`src/krpc_pkg.sv`:
```
// ----------------------------------------------------------------------------
// krpc_pkg
// Shared types and constants for the key record and playback controller.
// ----------------------------------------------------------------------------
package krpc_pkg;

   localparam int STORE_DEPTH = 8192;
   localparam int ADDR_W      = $clog2(STORE_DEPTH);
   localparam int IDX_W       = $clog2(STORE_DEPTH + 1);
   localparam int REC_W       = (IDX_W > 8) ? IDX_W : 8;
   localparam int CMP_W       = (IDX_W > 13) ? IDX_W : 13;

   localparam int CSR_IDX_W  = 2;
   localparam int CSR_DATA_W = 13;

   localparam logic [CSR_IDX_W-1:0] CSR_BLINK_HALF_TICKS = 2'd0;
   localparam logic [CSR_IDX_W-1:0] CSR_BLINK_REPEATS    = 2'd1;
   localparam logic [CSR_IDX_W-1:0] CSR_MIN_PLAY_TICKS   = 2'd2;

   localparam logic [7:0]  BLINK_HALF_TICKS_RST = 8'd50;
   localparam logic [2:0]  BLINK_REPEATS_RST    = 3'd3;
   localparam logic [12:0] MIN_PLAY_TICKS_RST   = 13'd100;

   typedef struct packed {
      logic       record_button;
      logic       play_button;
      logic [7:0] live_keys;
   } req_type;

   typedef struct packed {
      logic       record_light;
      logic       play_light;
      logic       recorder_busy;
      logic       player_busy;
      logic [7:0] played_keys;
      logic       played_valid;
   } rsp_type;

   typedef struct packed {
      logic [7:0]  blink_half_ticks;
      logic [2:0]  blink_repeats;
      logic [12:0] min_play_ticks;
   } cfg_type;

   typedef struct packed {
      logic              flag;
      logic              busy_nxt;
      logic              light_nxt;
      logic              wr_en;
      logic [ADDR_W-1:0] wr_addr;
      logic [IDX_W-1:0]  length_nxt;
   } rec_status_type;

   typedef struct packed {
      logic              flag;
      logic              busy_nxt;
      logic              light_nxt;
      logic              rd_en;
      logic [ADDR_W-1:0] rd_addr;
   } play_status_type;

endpackage

```
`src/krpc_recorder.sv`:
```
// ----------------------------------------------------------------------------
// krpc_recorder
// Recorder state machine: arm on press and release, blink, then record.
// ----------------------------------------------------------------------------
module krpc_recorder (
   input  logic                     clock,
   input  logic                     reset,
   input  logic                     advance,
   input  logic                     record_button,
   input  logic                     player_flag,
   input  krpc_pkg::cfg_type        cfg,
   output krpc_pkg::rec_status_type status
);
   import krpc_pkg::*;

   typedef enum logic [5:0] {
      R_IDLE      = 6'b000001,
      R_HELD      = 6'b000010,
      R_BLINK_ON  = 6'b000100,
      R_BLINK_OFF = 6'b001000,
      R_RECORD    = 6'b010000,
      R_STOP      = 6'b100000
   } rec_mode_type;

   rec_mode_type     mode_ff, mode_in;
   logic [REC_W-1:0] idx_ff, idx_in;
   logic [2:0]       blink_ff, blink_in;
   logic [IDX_W-1:0] len_ff, len_in;

   always_comb begin
      mode_in  = mode_ff;
      idx_in   = idx_ff;
      blink_in = blink_ff;
      len_in   = len_ff;
      unique case (mode_ff)
         R_IDLE: begin
            if (record_button && !player_flag) mode_in = R_HELD;
         end
         R_HELD: begin
            if (!record_button) begin
               mode_in  = R_BLINK_ON;
               idx_in   = '0;
               blink_in = '0;
            end
         end
         R_BLINK_ON: begin
            if (blink_ff == cfg.blink_repeats) begin
               mode_in = R_RECORD;
               idx_in  = '0;
            end else if (idx_ff < REC_W'(cfg.blink_half_ticks)) begin
               idx_in = idx_ff + 1'b1;
            end else begin
               mode_in = R_BLINK_OFF;
               idx_in  = '0;
            end
         end
         R_BLINK_OFF: begin
            if (idx_ff < REC_W'(cfg.blink_half_ticks)) begin
               idx_in = idx_ff + 1'b1;
            end else begin
               mode_in  = R_BLINK_ON;
               idx_in   = '0;
               blink_in = blink_ff + 1'b1;
            end
         end
         R_RECORD: begin
            if (idx_ff < REC_W'(STORE_DEPTH) && !record_button) begin
               idx_in = idx_ff + 1'b1;
            end else begin
               mode_in = record_button ? R_STOP : R_IDLE;
               len_in  = idx_ff[IDX_W-1:0];
               idx_in  = '0;
            end
         end
         R_STOP: begin
            if (!record_button) mode_in = R_IDLE;
         end
         default: begin
            mode_in = R_IDLE;
         end
      endcase
   end

   always_ff @(posedge clock) begin
      if (reset) begin
         mode_ff  <= R_IDLE;
         idx_ff   <= '0;
         blink_ff <= '0;
         len_ff   <= IDX_W'(1);
      end else if (advance) begin
         mode_ff  <= mode_in;
         idx_ff   <= idx_in;
         blink_ff <= blink_in;
         len_ff   <= len_in;
      end
   end

   always_comb begin
      status.flag       = (mode_ff != R_IDLE);
      status.busy_nxt   = (mode_in != R_IDLE);
      status.light_nxt  = (mode_in == R_BLINK_ON) || (mode_in == R_RECORD);
      status.wr_en      = advance && (mode_in == R_RECORD) && (idx_in < REC_W'(STORE_DEPTH));
      status.wr_addr    = idx_in[ADDR_W-1:0];
      status.length_nxt = len_in;
   end

endmodule

```
`config.mk`:
```
export PLATFORM = sky130hd
export DESIGN_NAME = krpc_recorder
export DESIGN_NICKNAME = d
export VERILOG_FILES = /design/src/krpc_pkg.sv /design/src/krpc_recorder.sv
export SDC_FILE = /design/constraint.sdc
export NUM_CORES = 1
export LEC_CHECK = 0
export ABC_AREA = 1
export BUFFER_PORTS_ARGS = -buffer_cell sky130_fd_sc_hd__buf_4
export CORE_MARGIN = 2
export CORE_UTILIZATION = 40
export DETAILED_ROUTE_END_ITERATION = 10
export PLACE_DENSITY = 0.58
export SETUP_SLACK_MARGIN = 0.15
export SLEW_MARGIN = 40
export SYNTH_ARGS = -nofsm -noshare
export SYNTH_HDL_FRONTEND = slang
export SYNTH_SLANG_ARGS = --single-unit
```
`constraint.sdc`:
```
create_clock -name clock -period 2.7 [get_ports clock]
set_input_delay 0.135 -clock clock [delete_from_list [all_inputs] [get_ports clock]]
set_output_delay 0.135 -clock clock [all_outputs]
set_load 0.005 [all_outputs]
```
# [After elaboration in Yosys (flattened, before gate mapping)]
# Cells that the tools add are included.
[totals] ff_bits=37 word_cells=50
[op_classes] n_reduce_logical=9 n_mux=19 eq_ne=13 n_lt_le_gt_ge=3 add_sub_neg=2
[op_table] op="14-bit 2-to-1 mux" n=6
[op_table] op="14-bit one-hot mux with 4 select lines" n=1
[op_table] op="6-bit 2-to-1 mux" n=8
[op_table] op="6-bit one-hot mux with 6 select lines" n=1
[op_table] op="14-bit less-than comparator, second input constant" n=2
[op_table] op="14-bit by 1-bit adder with 14-bit output, second input constant" n=1
[op_table] op="14-bit by 8-bit less-than comparator with 1-bit output" n=1
[op_table] op="6-bit by 3-bit == test with 1-bit output, second input constant" n=2
[op_table] op="6-bit by 5-bit == test with 1-bit output, second input constant" n=2
[op_table] op="6-bit by 1-bit != test with 1-bit output, second input constant" n=2
[op_table] op="6-bit by 1-bit == test with 1-bit output, second input constant" n=1
[op_table] op="6-bit by 2-bit == test with 1-bit output, second input constant" n=1
[op_table] op="6-bit by 4-bit == test with 1-bit output, second input constant" n=1
[op_table] op="6-bit == test, second input constant" n=1
[op_table] op="3-bit 2-to-1 mux" n=2
[op_table] op="3-bit one-hot mux with 2 select lines" n=1
[op_table] op="1-bit logical AND" n=4
[op_table] op="2-bit != test, second input constant" n=2
[op_table] op="4-bit AND reduction" n=1
[op_table] op="3-bit by 1-bit adder with 3-bit output, second input constant" n=1
[op_table] op="3-bit == test" n=1
[op_table] op="1-bit logical NOT" n=2
[op_table] op="2-bit nonzero test" n=1
[op_table] op="1-bit logical OR" n=1

# [Longest topological paths before layout]
[logic_depth] depth_word=7 depth_mapped=14 depth_no_buf=14

# [Worst setup path after synthesis]
# OpenSTA, ideal clock, no wires.
[synth_path] kind="reg2out" start="reg idx_ff[5]" end="out status[20] (netlist name)" t_required_ns=2.565 n_path_buf=1 t_arrival_ns=1.519 setup_slack_ns=1.046 stages_incl_launch_ff=12 cell_sequence="dfxtp_1 > ha_1 > nand2_1 > inv_1 > a21oi_1 > nand2_1 > nand2_1 > nand3_1 > nand2_2 > nand2_1 > nand2_1 > buf_4"
[synth_between] elab_chain_cells=4 word_cells_on_any_way=8 classes_between="1 x add/sub; 2 x order compare; 4 x mux; 1 x reduce/logical"
[synth_rtl] element="from (decl)" line_no="krpc_recorder.sv:26" text="logic [REC_W-1:0] idx_ff, idx_in;"
[synth_rtl] element="from (signal assigned)" line_no="krpc_recorder.sv:92" text="idx_ff <= idx_in;"
[synth_rtl] element="14-bit by 1-bit adder with 14-bit output (tied with other cells)" line_no="krpc_recorder.sv:51, krpc_recorder.sv:59, krpc_recorder.sv:68"
[synth_rtl] element="14-bit 2-to-1 mux / 1-bit logical AND (equally long branches)" line_no="krpc_recorder.sv:50, krpc_recorder.sv:58, krpc_recorder.sv:67"
[synth_rtl] element="14-bit 2-to-1 mux (on tied branches)" line_no="krpc_recorder.sv:47, krpc_recorder.sv:67"
[synth_rtl] element="14-bit one-hot mux with 4 select lines (*)" line_no="krpc_recorder.sv:35" text="unique case (mode_ff)"
[synth_rtl] element="to (decl)" line_no="krpc_recorder.sv:12" text="output krpc_pkg::rec_status_type status"
# Every way passes the cells marked *; elsewhere a longest branch is shown, timed or not.

==> out/qor.log <==
INFO  final_layout   n_fill_cell=808
INFO  logic_synthesis synth-async-reset-ratio=0
INFO  outcome        run_status=complete, no violations
INFO  timing         whs=0.205ns
INFO  global_routing gr_util_met3=0.0360
INFO  timing         final.min_clock_period=2.35ns
INFO  critical_path  critPathCapture=status[22]
INFO  pwr            worst_ir_drop_vdd=0.197mV
INFO  route          dr_total_vias=2826
INFO  cts            clock_tree_from_tritoncts=done
INFO  timing         setup-violations-final=0
INFO  timing         timing.clock.skew=0.0151ns
INFO  critical_path  setup.worst_path.class=reg -> out
INFO  timing         worst-slew-pin-transition=0.481ns
INFO  final_layout   most-common-layout-cells=nand2_1 (103), inv_1 (82), buf_4 (48)
INFO  timing         timing.slew.headroom=0.679
INFO  global_routing busiest_grt_layer=met2
INFO  global_routing grt.met1_usage=0.253
INFO  cts            clock-sinks=37
INFO  timing         fin_crit_sh=0.871
INFO  pwr            internal_power=1.02mW
INFO  pwr            seq_power_share=0.424
INFO  critical_path  reg2reg_to=idx_ff[3]$_SDFFE_PP0P_
INFO  pwr            power_per_unit_of_standard_cell_area=434nW/um^2
INFO  route          post_drt_via_cell_ratio=4.74
INFO  global_routing first_global_vias=2530
INFO  route          route.final.wire_length=7000um
INFO  route          ant_nets=0
INFO  place          place_area=3230um^2
INFO  route          post-route-drc-count=0
INFO  floorplanning  top_level_ports=60
INFO  logic_synthesis synth.avg_cell_area=6.22um^2
INFO  global_routing grt_first_pass_wirelength=11700um
INFO  route          firstDrtPassIters=4
INFO  logic_synthesis yosys.area_share.adder=0.0387
INFO  logic_synthesis net_count_of_the_mapped_netlist=506
INFO  pwr            switching_power=0.433mW
INFO  cts            post_cts_resized=0
INFO  logic_synthesis syn-instance-count=468
INFO  route          drt_first_iter_violations=157
INFO  place          routabilityCongestion=0.936
INFO  timing         timing.final.max_slew_violations=0
INFO  cts            worst_setup_hold_path_clk_slew=0.09ns
INFO  final_layout   area.growth.synth_to_final=14.9%
INFO  critical_path  setup.worst_path.start_class=flop
INFO  critical_path  r2r.worst_path.cells=10
INFO  logic_synthesis ys_top_cells_by_area=dfxtp_1 (25%), nand2_1 (13%), inv_1 (11%)
INFO  cts            cts_hold_buffers_added=0
INFO  final_layout   final_area=3340um^2
INFO  logic_synthesis edff_count_synth=0
INFO  final_layout   post-route-util=0.469
INFO  critical_path  critical_path_required=2.57ns
INFO  place          dp.final_hpwl=5100um
INFO  pwr            totalPowerFinal=1.45mW
INFO  cts            depth_of_the_cts_h_tree=2
INFO  timing         totalNegativeSetupSlack=0ns
INFO  cts            clockBufferDepth=2
INFO  critical_path  worstPathMaxFanout=8
INFO  logic_synthesis synth_top_family_by_area=simple AND/OR/NAND/NOR gates
INFO  cts            later_pin_clock_latency_in_the_skew_report=0.30ns
INFO  logic_synthesis register_area_share_after_synthesis=0.254
INFO  floorplanning  dieWidth=89.3um
INFO  floorplanning  floorplan.rows=31
INFO  final_layout   layoutNonFillerInstCount=596
INFO  global_routing maximum_number_of_pins_on_one_net_before_global_route_repair=35
INFO  final_layout   finish.net_count=534
INFO  final_layout   layout.cells.most_common=nand2_1
INFO  floorplanning  die-area=7980um^2
INFO  logic_synthesis synth_xor_xnor_area_share=0.0150
INFO  global_routing gr_met2_demand_resource=0.308
INFO  logic_synthesis netlist-cell-type-count=35
INFO  critical_path  worst-r2r-setup-slack=0.76ns
INFO  pwr            share_comb_of_total_power=0.222
INFO  pwr            cellLeakagePower=1.81nW
INFO  place          post-place-cells=588
INFO  critical_path  reg2reg_from=idx_ff[7]$_SDFFE_PP0P_
INFO  worst_hold_path hold_path.class=in -> reg
INFO  timing         finalWorstSetupSlack=0.348ns
INFO  logic_synthesis postSynth.topFlopCell=dfxtp_1
INFO  critical_path  worstPathArrival=2.22ns
INFO  global_routing grt_antenna_before_repair=0
INFO  place          port_buffers=46
INFO  critical_path  timing.critical_path.from=idx_ff[7]$_SDFFE_PP0P_
INFO  logic_synthesis synth_top_cell_by_area=dfxtp_1
INFO  critical_path  setup.worst_path.end_class=output pin
INFO  logic_synthesis synth_compound_area_frac=0.176
INFO  logic_synthesis synth_largest_type_area_fraction=0.254
INFO  floorplanning  core_area=7140um^2
INFO  logic_synthesis synth_seq_cells=37
INFO  logic_synthesis synth_simple_gate_area_frac=0.335
INFO  timing         achievable-frequency=425MHz
INFO  final_layout   drive_gt1_frac=0.211
INFO  floorplanning  initial_utilization=0.408
INFO  timing         hold_viol=0
INFO  timing         grt_setup_unrepaired=no
INFO  floorplanning  dieHeight=89.3um
INFO  pwr            sw_share=0.298
INFO  flow_run       max_cap_violations=0
INFO  place          post-place-ws=0.687ns
INFO  global_routing overflow_left_after_global_routing=0
INFO  cts            post_cts_buffers=0
INFO  logic_synthesis mappedNetlistArea=2910um^2
INFO  cts            cts_root_buffer=clkbuf_8
INFO  cts            cts_inserted_buffers=5
INFO  pwr            p_clk_frac=0.354
INFO  logic_synthesis post_synth_mux_area_share=0
INFO  final_layout   diodes=0
INFO  route          wl_cell=11.7um
INFO  global_routing globalRouteTotalUtil=0.187
INFO  logic_synthesis ys_warn_count=0
## how the worst min path moves through the flow
stage,from,end,slack [ns],cells after the start
5_1_grt,advance,idx_ff[0]$_SDFFE_PP0P_,0.23,2
3_3_place_gp,len_ff[0]$_SDFFE_PP1P_,len_ff[0]$_SDFFE_PP1P_,0.45,2
4_1_cts,advance,len_ff[0]$_SDFFE_PP1P_,0.20,3
3_5_place_dp,len_ff[0]$_SDFFE_PP1P_,len_ff[0]$_SDFFE_PP1P_,0.47,2
6_report,advance,len_ff[0]$_SDFFE_PP1P_,0.20,3
2_1_floorplan,advance,idx_ff[1]$_SDFFE_PP0P_,0.34,4
## power groups by stage
stage	clock, mW	sequential, mW	combinational [mW]
floorplan	0	0.619	0.237
global placement	0	0.628	0.320
detailed placement	0	0.629	0.324
CTS	0.530	0.616	0.326
global route	0.546	0.622	0.372
finish	0.514	0.616	0.322
## synth_stat cells (2+ instances only)
cell type	number
xor2_1	4
nand3_1	33
o21ai_2	12
nand2_1	103
buf_2	2
nand3_2	2
o22ai_1	3
o21ai_0	9
clkbuf_1	9
a21oi_1	38
inv_1	82
o21ai_1	19
inv_2	11
nor3_1	4
nor2_2	4
nand2_2	11
o211ai_2	2
buf_6	2
nand4_1	13
buf_4	13
ha_1	9
dfxtp_1	37
nor2_1	33
nor2_8	2
## logic make-up after synthesis
family	after synthesis
buf+inv	122
simple gates	209
xor+xnor	5
compound gates	86
fa+ha+maj	9
flops	37
## area by class of cell
class | count | area (um^2) | share of cell area
inverters | 95 | 359 | 0.107
clock inverters | 1 | 30.0 | 0.00898
repair buffers | 48 | 360 | 0.108
clock buffers | 7 | 86.3 | 0.0258
multi-input cells | 309 | 1640 | 0.492
flip-flops and latches | 37 | 741 | 0.221
well taps | 99 | 124 | 0.0370
## flip-flops by register name, indices dropped and copies added, names as in the netlist
name and cells:
idx_ff 14, mode_ff 6, blink_ff 3, len_ff 14
## worst max-delay path, cell delays in order, from the launching register on
cell and delay [ns]:
dfxtp_1 0.44, ha_1 0.29, a21oi_1 0.15, nand3_1 0.10, nor2_1 0.28, nand3_1 0.16
nand2_2 0.20, nand2_1 0.10, nand2_1 0.09, buf_4 0.12
## per-layer routing
layer,part of all wire,wire length [um]
met4,0.011,80
met2,0.45,3150
met5,0,0
met1,0.49,3450
met3,0.045,316
No activity file was read; power rests on OpenSTA's default activity.
