===== config.mk =====
export PLATFORM = sky130hd
export DESIGN_NAME = krpc_player
export DESIGN_NICKNAME = d
export VERILOG_FILES = /design/src/krpc_pkg.sv /design/src/krpc_player.sv
export SDC_FILE = /design/constraint.sdc
export NUM_CORES = 1
export LEC_CHECK = 0
export ABC_AREA = 1
export BUFFER_PORTS_ARGS = -buffer_cell sky130_fd_sc_hd__buf_2
export CAP_MARGIN = 20
export CORE_AREA = 2 2 85 103
export DETAILED_ROUTE_END_ITERATION = 8
export DIE_AREA = 0 0 87 105
export PLACE_DENSITY_LB_ADDON = 0.1
export SYNTH_ARGS = -nofsm -noshare
export SYNTH_HDL_FRONTEND = slang
export SYNTH_SLANG_ARGS = --single-unit
export TNS_END_PERCENT = 50

===== constraint.sdc =====
create_clock -name clock -period 2.35 [get_ports clock]
set_clock_uncertainty 0.05 [all_clocks]
set_input_delay 0.235 -clock clock [delete_from_list [all_inputs] [get_ports clock]]
set_output_delay 0.235 -clock clock [all_outputs]
set_load 0.005 [all_outputs]

===== src/krpc_pkg.sv =====
// ----------------------------------------------------------------------------
// krpc_pkg
// Shared types and constants for the key record and playback controller.
// ----------------------------------------------------------------------------
package krpc_pkg;

   localparam int STORE_DEPTH = 8192;
   localparam int ADDR_W      = $clog2(STORE_DEPTH);
   localparam int IDX_W       = $clog2(STORE_DEPTH + 1);
   localparam int REC_W       = (IDX_W > 8) ? IDX_W : 8;
   localparam int CMP_W       = (IDX_W > 13) ? IDX_W : 13;

   localparam int CSR_IDX_W  = 2;
   localparam int CSR_DATA_W = 13;

   localparam logic [CSR_IDX_W-1:0] CSR_BLINK_HALF_TICKS = 2'd0;
   localparam logic [CSR_IDX_W-1:0] CSR_BLINK_REPEATS    = 2'd1;
   localparam logic [CSR_IDX_W-1:0] CSR_MIN_PLAY_TICKS   = 2'd2;

   localparam logic [7:0]  BLINK_HALF_TICKS_RST = 8'd50;
   localparam logic [2:0]  BLINK_REPEATS_RST    = 3'd3;
   localparam logic [12:0] MIN_PLAY_TICKS_RST   = 13'd100;

   typedef struct packed {
      logic       record_button;
      logic       play_button;
      logic [7:0] live_keys;
   } req_type;

   typedef struct packed {
      logic       record_light;
      logic       play_light;
      logic       recorder_busy;
      logic       player_busy;
      logic [7:0] played_keys;
      logic       played_valid;
   } rsp_type;

   typedef struct packed {
      logic [7:0]  blink_half_ticks;
      logic [2:0]  blink_repeats;
      logic [12:0] min_play_ticks;
   } cfg_type;

   typedef struct packed {
      logic              flag;
      logic              busy_nxt;
      logic              light_nxt;
      logic              wr_en;
      logic [ADDR_W-1:0] wr_addr;
      logic [IDX_W-1:0]  length_nxt;
   } rec_status_type;

   typedef struct packed {
      logic              flag;
      logic              busy_nxt;
      logic              light_nxt;
      logic              rd_en;
      logic [ADDR_W-1:0] rd_addr;
   } play_status_type;

endpackage


===== src/krpc_player.sv =====
// ----------------------------------------------------------------------------
// krpc_player
// Player state machine: arm on press and release, then read back the store.
// ----------------------------------------------------------------------------
module krpc_player (
   input  logic                        clock,
   input  logic                        reset,
   input  logic                        advance,
   input  logic                        play_button,
   input  logic                        recorder_flag,
   input  logic [krpc_pkg::IDX_W-1:0]  recorded_length,
   input  krpc_pkg::cfg_type           cfg,
   output krpc_pkg::play_status_type   status
);
   import krpc_pkg::*;

   typedef enum logic [3:0] {
      P_IDLE = 4'b0001,
      P_HELD = 4'b0010,
      P_PLAY = 4'b0100,
      P_STOP = 4'b1000
   } play_mode_type;

   play_mode_type    mode_ff, mode_in;
   logic [IDX_W-1:0] idx_ff, idx_in;

   always_comb begin
      mode_in = mode_ff;
      idx_in  = idx_ff;
      unique case (mode_ff)
         P_IDLE: begin
            if (play_button && !recorder_flag) mode_in = P_HELD;
         end
         P_HELD: begin
            if (!play_button) begin
               mode_in = P_PLAY;
               idx_in  = '0;
            end
         end
         P_PLAY: begin
            if (play_button && (CMP_W'(idx_ff) > CMP_W'(cfg.min_play_ticks))) begin
               mode_in = P_STOP;
               idx_in  = '0;
            end else if (idx_ff < recorded_length) begin
               idx_in = idx_ff + 1'b1;
            end else begin
               mode_in = P_IDLE;
               idx_in  = '0;
            end
         end
         default: begin
            if (!play_button) mode_in = P_IDLE;
         end
      endcase
   end

   always_ff @(posedge clock) begin
      if (reset) begin
         mode_ff <= P_IDLE;
         idx_ff  <= '0;
      end else if (advance) begin
         mode_ff <= mode_in;
         idx_ff  <= idx_in;
      end
   end

   always_comb begin
      status.flag      = (mode_ff != P_IDLE);
      status.busy_nxt  = (mode_in != P_IDLE);
      status.light_nxt = (mode_in == P_PLAY);
      status.rd_en     = (mode_in == P_PLAY) && (idx_in < IDX_W'(STORE_DEPTH));
      status.rd_addr   = idx_in[ADDR_W-1:0];
   end

endmodule


== After elaboration in Yosys (flattened, before gate mapping) ==
Cells that the tools add are included.
Widths: inputs -> output; s select.

* Output and inout port bits: 17
* Register bits after elaboration: 18
* Word-level logic and storage cells: 26

* Equal/unequal tests: 6
* Order comparisons: 3
* Reduce and logical (&&, ||, !) cells: 4
* Multiplexer cells: 10
* Add/sub/neg operators: 1

{| class="wikitable"
|+ Operators by type and width
! kind !! count
|-
| $mux 14 || 3
|-
| $pmux 14 s2 || 1
|-
| $mux 4 || 5
|-
| $add 14x1->14 const B || 1
|-
| $gt 14x13->1 || 1
|-
| $lt 14x14->1 || 1
|-
| $lt 14x14->1 const B || 1
|-
| $pmux 4 s3 || 1
|-
| $eq 4x3->1 const B || 2
|-
| $ne 4x1->1 const B || 2
|-
| $eq 4x1->1 const B || 1
|-
| $eq 4x2->1 const B || 1
|-
| $logic_and 1x1->1 || 3
|-
| $logic_not 1->1 || 1
|}

== Depth between registers and ports, before layout ==
Gate-level depths: netlist of run 1.

* Depth after elaboration: 6
* Depth in mapped cells: 15
* Depth with buffers taken out: 14

== Worst setup path after synthesis of run 1 ==
No wires, ideal clock.

* Path kind: register to output
* Start: reg idx_ff[9]
* End: out status[11] in the netlist's numbering
* Stages on the path, launching flop included: 13
* Data arrival time: 1.638 ns
* Data required time: 2.065 ns
* Setup slack: 0.427 ns
* Path buffers: 2
* Cell sequence: dfxtp_1 ha_1 nand2_1 inv_1 nand2_1 nand2_1 a21oi_1 nand2_2 nor2_8 buf_12 nand3_2 nand2_1 buf_4

* Cells in the longest elaborated chain, start to end: 4
* Elaborated cells on any way between the ends: 7
* Classes of those cells: add/sub: 1; order compare: 2; mux: 3; reduce/logical: 1

{| class="wikitable"
|+ Ends and longest elaborated chain
! element !! line !! text
|-
| start: declaration || krpc_player.sv:25 || <nowiki>logic [IDX_W-1:0] idx_ff, idx_in;</nowiki>
|-
| start signal: assignment || krpc_player.sv:63 || <nowiki>idx_ff <= idx_in;</nowiki>
|-
| $add 14x1->14, or another cell as far along || krpc_player.sv:45 || <nowiki>idx_in = idx_ff + 1'b1;</nowiki>
|-
| $mux 14 or $logic_and 1x1->1 (tied branches) || krpc_player.sv:44, krpc_player.sv:41 ||
|-
| $mux 14 (*) || krpc_player.sv:41 || <nowiki>if (play_button && (CMP_W'(idx_ff) > CMP_W'(cfg.min_play_ticks))) begin</nowiki>
|-
| $pmux 14 s2 (*) || krpc_player.sv:30 || <nowiki>unique case (mode_ff)</nowiki>
|-
| end: declaration || krpc_player.sv:13 || <nowiki>output krpc_pkg::play_status_type status</nowiki>
|}

Every way passes the cells marked *; elsewhere a longest branch is shown, timed or not.

==> results of run 1 <==
[per-layer routing]
layer  global-route usage  vias up  share of wire
li1                     -     1290              -
met1                0.180     1081           0.45
met2                0.265       30           0.51
met3               0.0126        6          0.021
met4               0.0346        0          0.012
met5                    0        -              0
[critical path: cells and delay by family (launching register included)]
| kind | cells | cell delay, ns |
|---|---|---|
| adders and majority gates | 1 | 0.28 |
| buffers and inverters | 1 | 0.11 |
| DFF | 1 | 0.37 |
| and+or+nand+nor | 9 | 0.95 |
[placed cells by master, fill, tap and decap left out, drive strengths merged]
| cell | count |
|---|---|
| a21oi | 24 |
| and3 | 1 |
| buf | 69 |
| clkbuf | 3 |
| clkinv | 1 |
| dfxtp | 18 |
| ha | 27 |
| inv | 81 |
| nand2 | 119 |
| nand3 | 37 |
| nand3b | 6 |
| nand4 | 5 |
| nor2 | 24 |
| nor3 | 6 |
| nor3b | 1 |
| nor4 | 1 |
| o21ai | 3 |
| xor2 | 8 |
[final timing paths]
kind,slack [ns],cells past startpoint,to,startpoint
max,0.09,11,status[13],idx_ff[10]$_SDFFE_PP0P_
min,0.32,5,mode_ff[3]$_SDFFE_PP0P_,play_button
max reg2reg,0.54,12,idx_ff[12]$_SDFFE_PP0P_,idx_ff[11]$_SDFFE_PP0P_
min reg2reg,0.50,2,mode_ff[0]$_SDFFE_PP1P_,mode_ff[0]$_SDFFE_PP1P_
[power by group through the flow]
stage               sequential (mW)  clock (mW)  combinational (mW)
floorplan                     0.354           0               0.258
global placement              0.359           0               0.348
detailed placement            0.359           0               0.351
CTS                           0.351       0.256               0.387
global route                  0.356       0.263               0.532
finish                        0.352       0.233               0.470
[cell families after synthesis]
kind of cell    Yosys count  synth area share
compound gates           27            0.0566
xor+xnor                  8            0.0293
fa+ha+maj                27             0.141
buf+inv                 103             0.196
flops                    18             0.151
simple gates            199             0.425
[what timing repair did]
action / in CTS / in global routing
endpoints found under the setup margin: 14 / 14
setup buffers: 3 / 6
gates resized for setup: 37 / 66
gates cloned: 1 / 0
pin swaps: 14 / 31
[area by class of cell]
cell class	count	area, um^2	area share
inverters	82	308	0.0933
repair buffers	69	417	0.126
flip-flops and latches	18	404	0.123
well taps	95	119	0.0360
multi-input cells	262	2010	0.609
clock buffers	3	41.3	0.0125
[metrics by stage]
step | area, um^2 | util | TNS [ns]
after floorplan | 2390 | - | 0
after global placement | 2680 | 0.332 | 0
after detailed placement | 2680 | 0.332 | 0
after CTS | 2880 | 0.358 | -0.00737
after global routing | 3300 | 0.409 | -0.248
final | 3300 | 0.409 | 0
[registers in the layout (all words and copies together) (netlist names)]
signal / count
mode_ff: 4
idx_ff: 14
==> results, run 1 <==
- The flow ran to the end, and the final reports show no timing, DRC or antenna violations.
- Traced cell by cell, the critical path runs through ha_4 -> nand2_4 -> nor2_4 -> nand3_4 -> nor2_4 -> nor2_2 -> nand2_4 -> nand2_2 -> nand2_2 -> and3_1 -> buf_2.
- The minimum hold slack is 0.321 ns.
- The post-CTS clock slew at the launch and capture registers of the worst setup and hold paths is 0.07 ns.
- The die covers approximately 9000 um^2.
- The number of antenna violations at the first check in global routing came to 0.
- The smallest setup slack after layout is approximately 0.09 ns.
- The number of global-route vias before repair was 2424.
- After layout, the design draws a total of 1.06 mW.
- Of the total power, the share spent switching nets is 0.389.
- The cell count after synthesis came out at 382.
- The routability congestion estimate from global placement is 0.902.
- The relative max-transition margin is 0.603.
- The total instance count after detailed placement is 516.
- Entering global routing, the biggest net connects 19 pins.
- Of the available clock period, the critical path in the final layout requires 0.962.
- The routed design has ~6.5 mm of wire.
- The part of the total power dissipated in combinational logic is 0.445.
- The tool flagged a number of max-cap violations equal to 0.
- The leading register cell type out of synthesis is sky130_fd_sc_hd__dfxtp_1.
- In this run the power density over the cells is around 320 nW/um^2.
- The worst slack at placement is between 0.15 and 0.2 ns.
- Summed over all nets, the switching power comes to 410 uW.
- The startpoint type of the worst setup path is a flip-flop.
- The layout-stage area growth over the synthesis result is 38.1%.
- Using the TritonRoute via totals, the vias-per-cell ratio works out to 4.55.
- Setup violations remaining at the end of the flow were counted as 0.
- The proportion of layout cells with a drive suffix above 1 is 0.406.
- Dividing the detail-routed wire length by the instance count gives between 10 and 15 um.
- The number of buffers inserted during clock tree synthesis is 3.
- The starting utilization of the core area is 0.296.
- The slowest stage of the critical path belongs to the cell sky130_fd_sc_hd__dfxtp_4.
- In the routed design, unresolved DRC markers number 0.
- The number of placement rows is 36.
- By count the netlist is led by 114 x sky130_fd_sc_hd__nand2_1, 78 x sky130_fd_sc_hd__inv_1, 27 x sky130_fd_sc_hd__ha_1.
- Across every metal layer, demand over resource in global routing totals 0.145.
- The number of synthesis warnings is 0.
- The post-detailed-placement half-perimeter wirelength is 4.84 mm.
- Counting every net in the synthesized netlist gives between 400 and 500.
- The register bit total from synthesis is 18.
- The number of nets with antenna violations after routing is 0.
- The layout has between 800 and 900 filler cells.
- The final hold violation count was 0.
- The routed layout has 2407 vias.
- The maximum clock rate is about 440 MHz.
- Setup repair after global routing could not meet its margin everywhere.
- The die extent in x is 87 um.
- The number of port buffers is 48.
- The worst setup path is captured at a primary output.
- Counting flops with an async set or reset pin after synthesis yields a share of 0.
- Before antenna repair, the detailed router went through 4 iterations.
- The peak fanout along the critical path is 5.
- Of the total power, the clock network draws 0.221.
- The cell at the root of the clock tree is sky130_fd_sc_hd__clkbuf_8.
- The floorplan core area is 8060 um^2.
- Pin placement for this block handled 60 I/O pins.
- STA puts the critical path data required time at 2.07 ns.
- CTS built an H-tree with a depth of 1.
- Ranked by total cell area, the synthesized netlist is headed by sky130_fd_sc_hd__nand2_1 18%, sky130_fd_sc_hd__dfxtp_1 15%, sky130_fd_sc_hd__ha_1 14%.
- The critical path is of the reg2out type.
- For the pin with the worst max-slew slack, the measured transition is 0.592 ns.
- For this run, the register share of the synthesized area comes to 0.151.
- The number of enable-type register cells in the synthesized netlist is 0.
- The count of inserted antenna diode cells is 0.
- The TritonCTS clock tree is built.
- The biggest area contributor in the post-synthesis netlist is sky130_fd_sc_hd__nand2_1.
- After the first detailed-routing iteration, the DRC count stood at 73.
- The total clock sinks is 18.
- VDD sags by at most 0.147 mV.
- In this run the static leakage power is 1.79 nW.
- The die height is between 100 and 150 um.
- The first global-routing pass estimated 10.8 mm of wire.
- The quantity of hold-fixing buffers added after cts is 0.
- Internal power comes to 645 uW.
- The final layout contains 506 nets.
- After global routing the overflow that remains totals 0.
- Data on the critical path arrives at its endpoint at around 2.0 ns.
- For the worst-skew pair, the clock arrives at the later sink with an insertion delay of between 0.2 and 0.3 ns.
- The share of power burned in registers is 0.334.
- The clock passes through at most 2 buffers.
- The final critical delay including setup and external delays is 2.26 ns.
- The number of slew-limit violations in the final report is 0.
- The post-layout instance count excluding filler cells is 529.
- Among all cell types in the netlist, the one instantiated most often is sky130_fd_sc_hd__nand2_1.
- The area share of the leading cell type in the synthesized netlist is 0.179.
- The netlist area before placement is 2390 um^2.
- The delay of the slowest cell on the worst path is 0.37 ns.
- The path class of the lowest-slack min-delay path is in2reg.
- The average instance area after synthesis is 6.25 um^2.
- The count of unique library cells instantiated by Yosys is 29.
Power figures use the tool's default switching activity.
==> run 2: changes to the inputs <==
CORE_AREA = 2 2 78 95   (was 2 2 85 103)
DIE_AREA = 0 0 80 97   (was 0 0 87 105)
clock period = 2.4 ns   (was 2.35 ns; I/O delays follow)
==> run 2 against run 1 <==
  * Register-to-register slack about the same
  * Setup slack improved by 0.016 ns
  * Die area decreased by 15%
  * First-iteration DRC count decreased by 33%
  * Largest power group unchanged
  * Via count decreased by 3.9%
==> results, run 2 (same netlist as run 1, synthesis figures left out) <==
- The final critical delay including setup and external delays is roughly 2.3 ns.
- The number of global-route vias before repair is 2209.
- The latest clock arrival within the worst-skew pair is around 0.27 ns.
- The cell area power density is between 300 and 400 nW/um^2.
- The commonest non-fill, non-tap cell in the layout is sky130_fd_sc_hd__nand2_1.
- From bottom edge to top edge, the die measures 97 um.
- No sink is reached through more buffers than the 2 on the longest clock path.
- In this run the power spent charging and discharging nets is approximately 380 uW.
- The via count of the routed design is 2313.
- Clock-pin slew was measured on the worst setup and hold paths at ~0.080 ns.
- The number of design rule violations left after detail routing is 0.
- In the final design database the tool counted 505 nets.
- The fill cell total of the finished layout is 740.
- Setup repair after global routing could not meet its margin everywhere.
- The leakage power of the design is 1.78 nW.
- The first detailed-routing pass ran for 4 iterations.
- The overall routed net length is 5.97 mm.
- Of the total power, the share spent switching nets is 0.369.
- Of the total power, the clock network draws 0.266.
- The share of total power dissipated in sequential elements is 0.340.
- Once layout is done, the placed cells without fillers occupy 3070 um^2.
- The number of buffers and inverters on the critical path is 3.
- The quantity of hold-fixing buffers added after cts is 0.
- 0 antenna diodes ended up in the layout.
- The delay of the slowest cell on the worst path is 0.37 ns.
- The area occupied by registers is 389 um^2.
- The TritonCTS clock tree is built.
- Walking the worst path, the cells encountered are ha_4 -> nand2_2 -> nor2_4 -> nand3_4 -> inv_2 -> nand2_1 -> nand2_2 -> nand2_4 -> buf_8 -> nand3_2 -> nand2_2 -> buf_2.
- Broken down by cell family, the worst path's largest delay share belongs to simple AND/OR/NAND/NOR gates.
- The multi-input gate area in the final layout is approximately 1800 um^2.
- Entering global routing, the biggest net connects 19 pins.
- The startpoint type of the worst setup path is a flip-flop.
- VDD sags by at most 0.182 mV.
- In this run the core area contains 33 standard-cell rows.
- The slowest stage of the critical path is the sky130_fd_sc_hd__dfxtp_4 cell.
- The number of buffers inserted during clock tree synthesis is 3.
- The number of slew-limit violations in the final report is 0.
- The floorplan step set the die width to 80 um.
- Among the stages of the critical path, the cell type that occurs most often is sky130_fd_sc_hd__nand2_2.
- Across every metal layer, demand over resource in global routing totals 0.159.
- The routed wirelength normalized by instance count is 11.5 um.
- The area of the die is between 7000 and 8000 um^2.
- The path class of the lowest-slack min-delay path is in2reg.
- The final setup violation count is 0.
- The post-detailed-placement half-perimeter wirelength is ~4.6 mm.
- The proportion of layout cells with a drive suffix above 1 is 0.359.
- The run finished with clean final reports.
- Adding up every negative setup slack in the final design gives 0 ns.
- The wire length of the first global-routing pass is 9.93 mm.
- The data required time at the worst endpoint is 2.11 ns.
- The peak fanout along the critical path is 6.
- For this block, the initial DRC count from the detailed router was slightly below 50.
- The number of port buffers is 48.
- The total global routing overflow is 0.
- For this run, the share of the core covered by cells in the final layout is 0.453.
- The post-placement cell area is 2670 um^2.
- The largest registers in the layout are idx_ff x14, mode_ff x4.
- The nature of the critical path endpoint is a primary output.
- The number of nets with antenna violations after routing is 0.
- Clock tree synthesis selected as its root buffer the cell sky130_fd_sc_hd__clkbuf_8.
- In the global route stage, met3 resource usage came out at 0.0159.
- The internal power is 641 uW.
- The number of placed I/O pins is 60.
- The number of antenna violations at the first check in global routing was 0.
- The H-tree level count is 1.
- The part of the total power dissipated in combinational logic is 0.394.
- The maximum clock rate is 436 MHz.
- The initial utilization of the core area, before any placement, comes to 0.353.
- For the pin with the worst max-slew slack, the measured transition is 0.404 ns.
- The relative max-transition margin is 0.728.
- The register with the most flip-flops is idx_ff.
- In the finished design, the share of the clock period the worst path needs comes to 0.956.
- The final hold violation count is 0.
- The top cell types in the final layout, fill and taps aside, are 103 x sky130_fd_sc_hd__nand2_1, 76 x sky130_fd_sc_hd__inv_1, 48 x sky130_fd_sc_hd__buf_2, 21 x sky130_fd_sc_hd__nand3_2, 19 x sky130_fd_sc_hd__a21oi_1.
- After floorplanning, the core was sized to cover 6770 um^2.
- At the worst endpoint, the arrival time is 2.00 ns.
- The most used routing layer is met2.
- The tool flagged a number of max-cap violations equal to 0.
- The layout-stage area growth over the synthesis result is 28.4%.
- The register with the most flip-flops in the layout has 14 of them.
- The global-route track usage on met1 is 0.206.
- The global routing usage on met2 is 0.274.
- The total clock sinks is 18.
- After detailed routing, the number of vias per cell comes to 4.44.
- The routability congestion estimate from global placement is 0.817.
- Overall power consumption after layout is estimated at slightly above 1 mW.
- The critical path is of the reg2out type.
[run 2: power by group through the flow]
| stage | sequential, mW | combinational [mW] | clock [mW] |
|---|---|---|---|
| after floorplan | 0.346 | 0.253 | 0 |
| after global placement | 0.352 | 0.335 | 0 |
| after detailed placement | 0.352 | 0.340 | 0 |
| after CTS | 0.346 | 0.347 | 0.277 |
| after global routing | 0.350 | 0.464 | 0.286 |
| final | 0.346 | 0.401 | 0.270 |
[run 2: path summary, 6_finish.rpt]
check                                from                 endpoint  slack, ns  cells after the start
hold reg to reg   mode_ff[0]$_SDFFE_PP1P_  mode_ff[0]$_SDFFE_PP1P_       0.52                      2
setup / recovery  idx_ff[12]$_SDFFE_PP0P_                status[3]       0.11                     12
setup reg to reg  idx_ff[12]$_SDFFE_PP0P_   idx_ff[3]$_SDFFE_PP0P_       0.54                     13
hold / removal                play_button  mode_ff[3]$_SDFFE_PP0P_       0.31                      5
[run 2: final cells by class]
type                    instances  share of cell area
clock buffers                   4              0.0179
inverters                      82               0.100
multi-input cells             262               0.584
flip-flops and latches         18               0.127
well taps                      87              0.0355
repair buffers                 68               0.136
[run 2: metal layers]
layer | vias to the layer above | wire length (um)
li1 | 1276 | -
met1 | 1001 | 2810
met4 | 0 | 84
met3 | 7 | 147
met2 | 29 | 2920
met5 | - | 0
[run 2: through the flow]
| stage | worst slack, ns | hold slack (ns) | cells |
|---|---|---|---|
| 4_1_cts | 0.000971 | 0.340 | 513 |
| 2_1_floorplan | 0.472 | 0.438 | 382 |
| 3_3_place_gp | 0.237 | 0.493 | 508 |
| 5_1_grt | -0.0244 | 0.385 | 521 |
| 3_5_place_dp | 0.220 | 0.488 | 508 |
| 6_report | 0.106 | 0.309 | 521 |
[run 2: timing repair]
item | CTS | global route
endpoints found under the setup margin | 12 | 14
gates cloned | 0 | 1
pin swaps | 1 | 17
buffers inserted | 1 | 7
gates resized for setup | 13 | 55
[run 2: worst reg2reg max path, stage by stage, from the launching register on]
cell and delay [ns]:
sky130_fd_sc_hd__dfxtp_4 0.37, sky130_fd_sc_hd__ha_4 0.27, sky130_fd_sc_hd__nand2_2 0.06, sky130_fd_sc_hd__nor2_4 0.16
sky130_fd_sc_hd__nand3_4 0.12, sky130_fd_sc_hd__inv_2 0.05, sky130_fd_sc_hd__nand2_1 0.05, sky130_fd_sc_hd__nand2_2 0.12
sky130_fd_sc_hd__nand2_4 0.10, sky130_fd_sc_hd__buf_8 0.16, sky130_fd_sc_hd__nand3_2 0.10, sky130_fd_sc_hd__nand3_2 0.06
sky130_fd_sc_hd__nand2_1 0.07, sky130_fd_sc_hd__inv_1 0.03
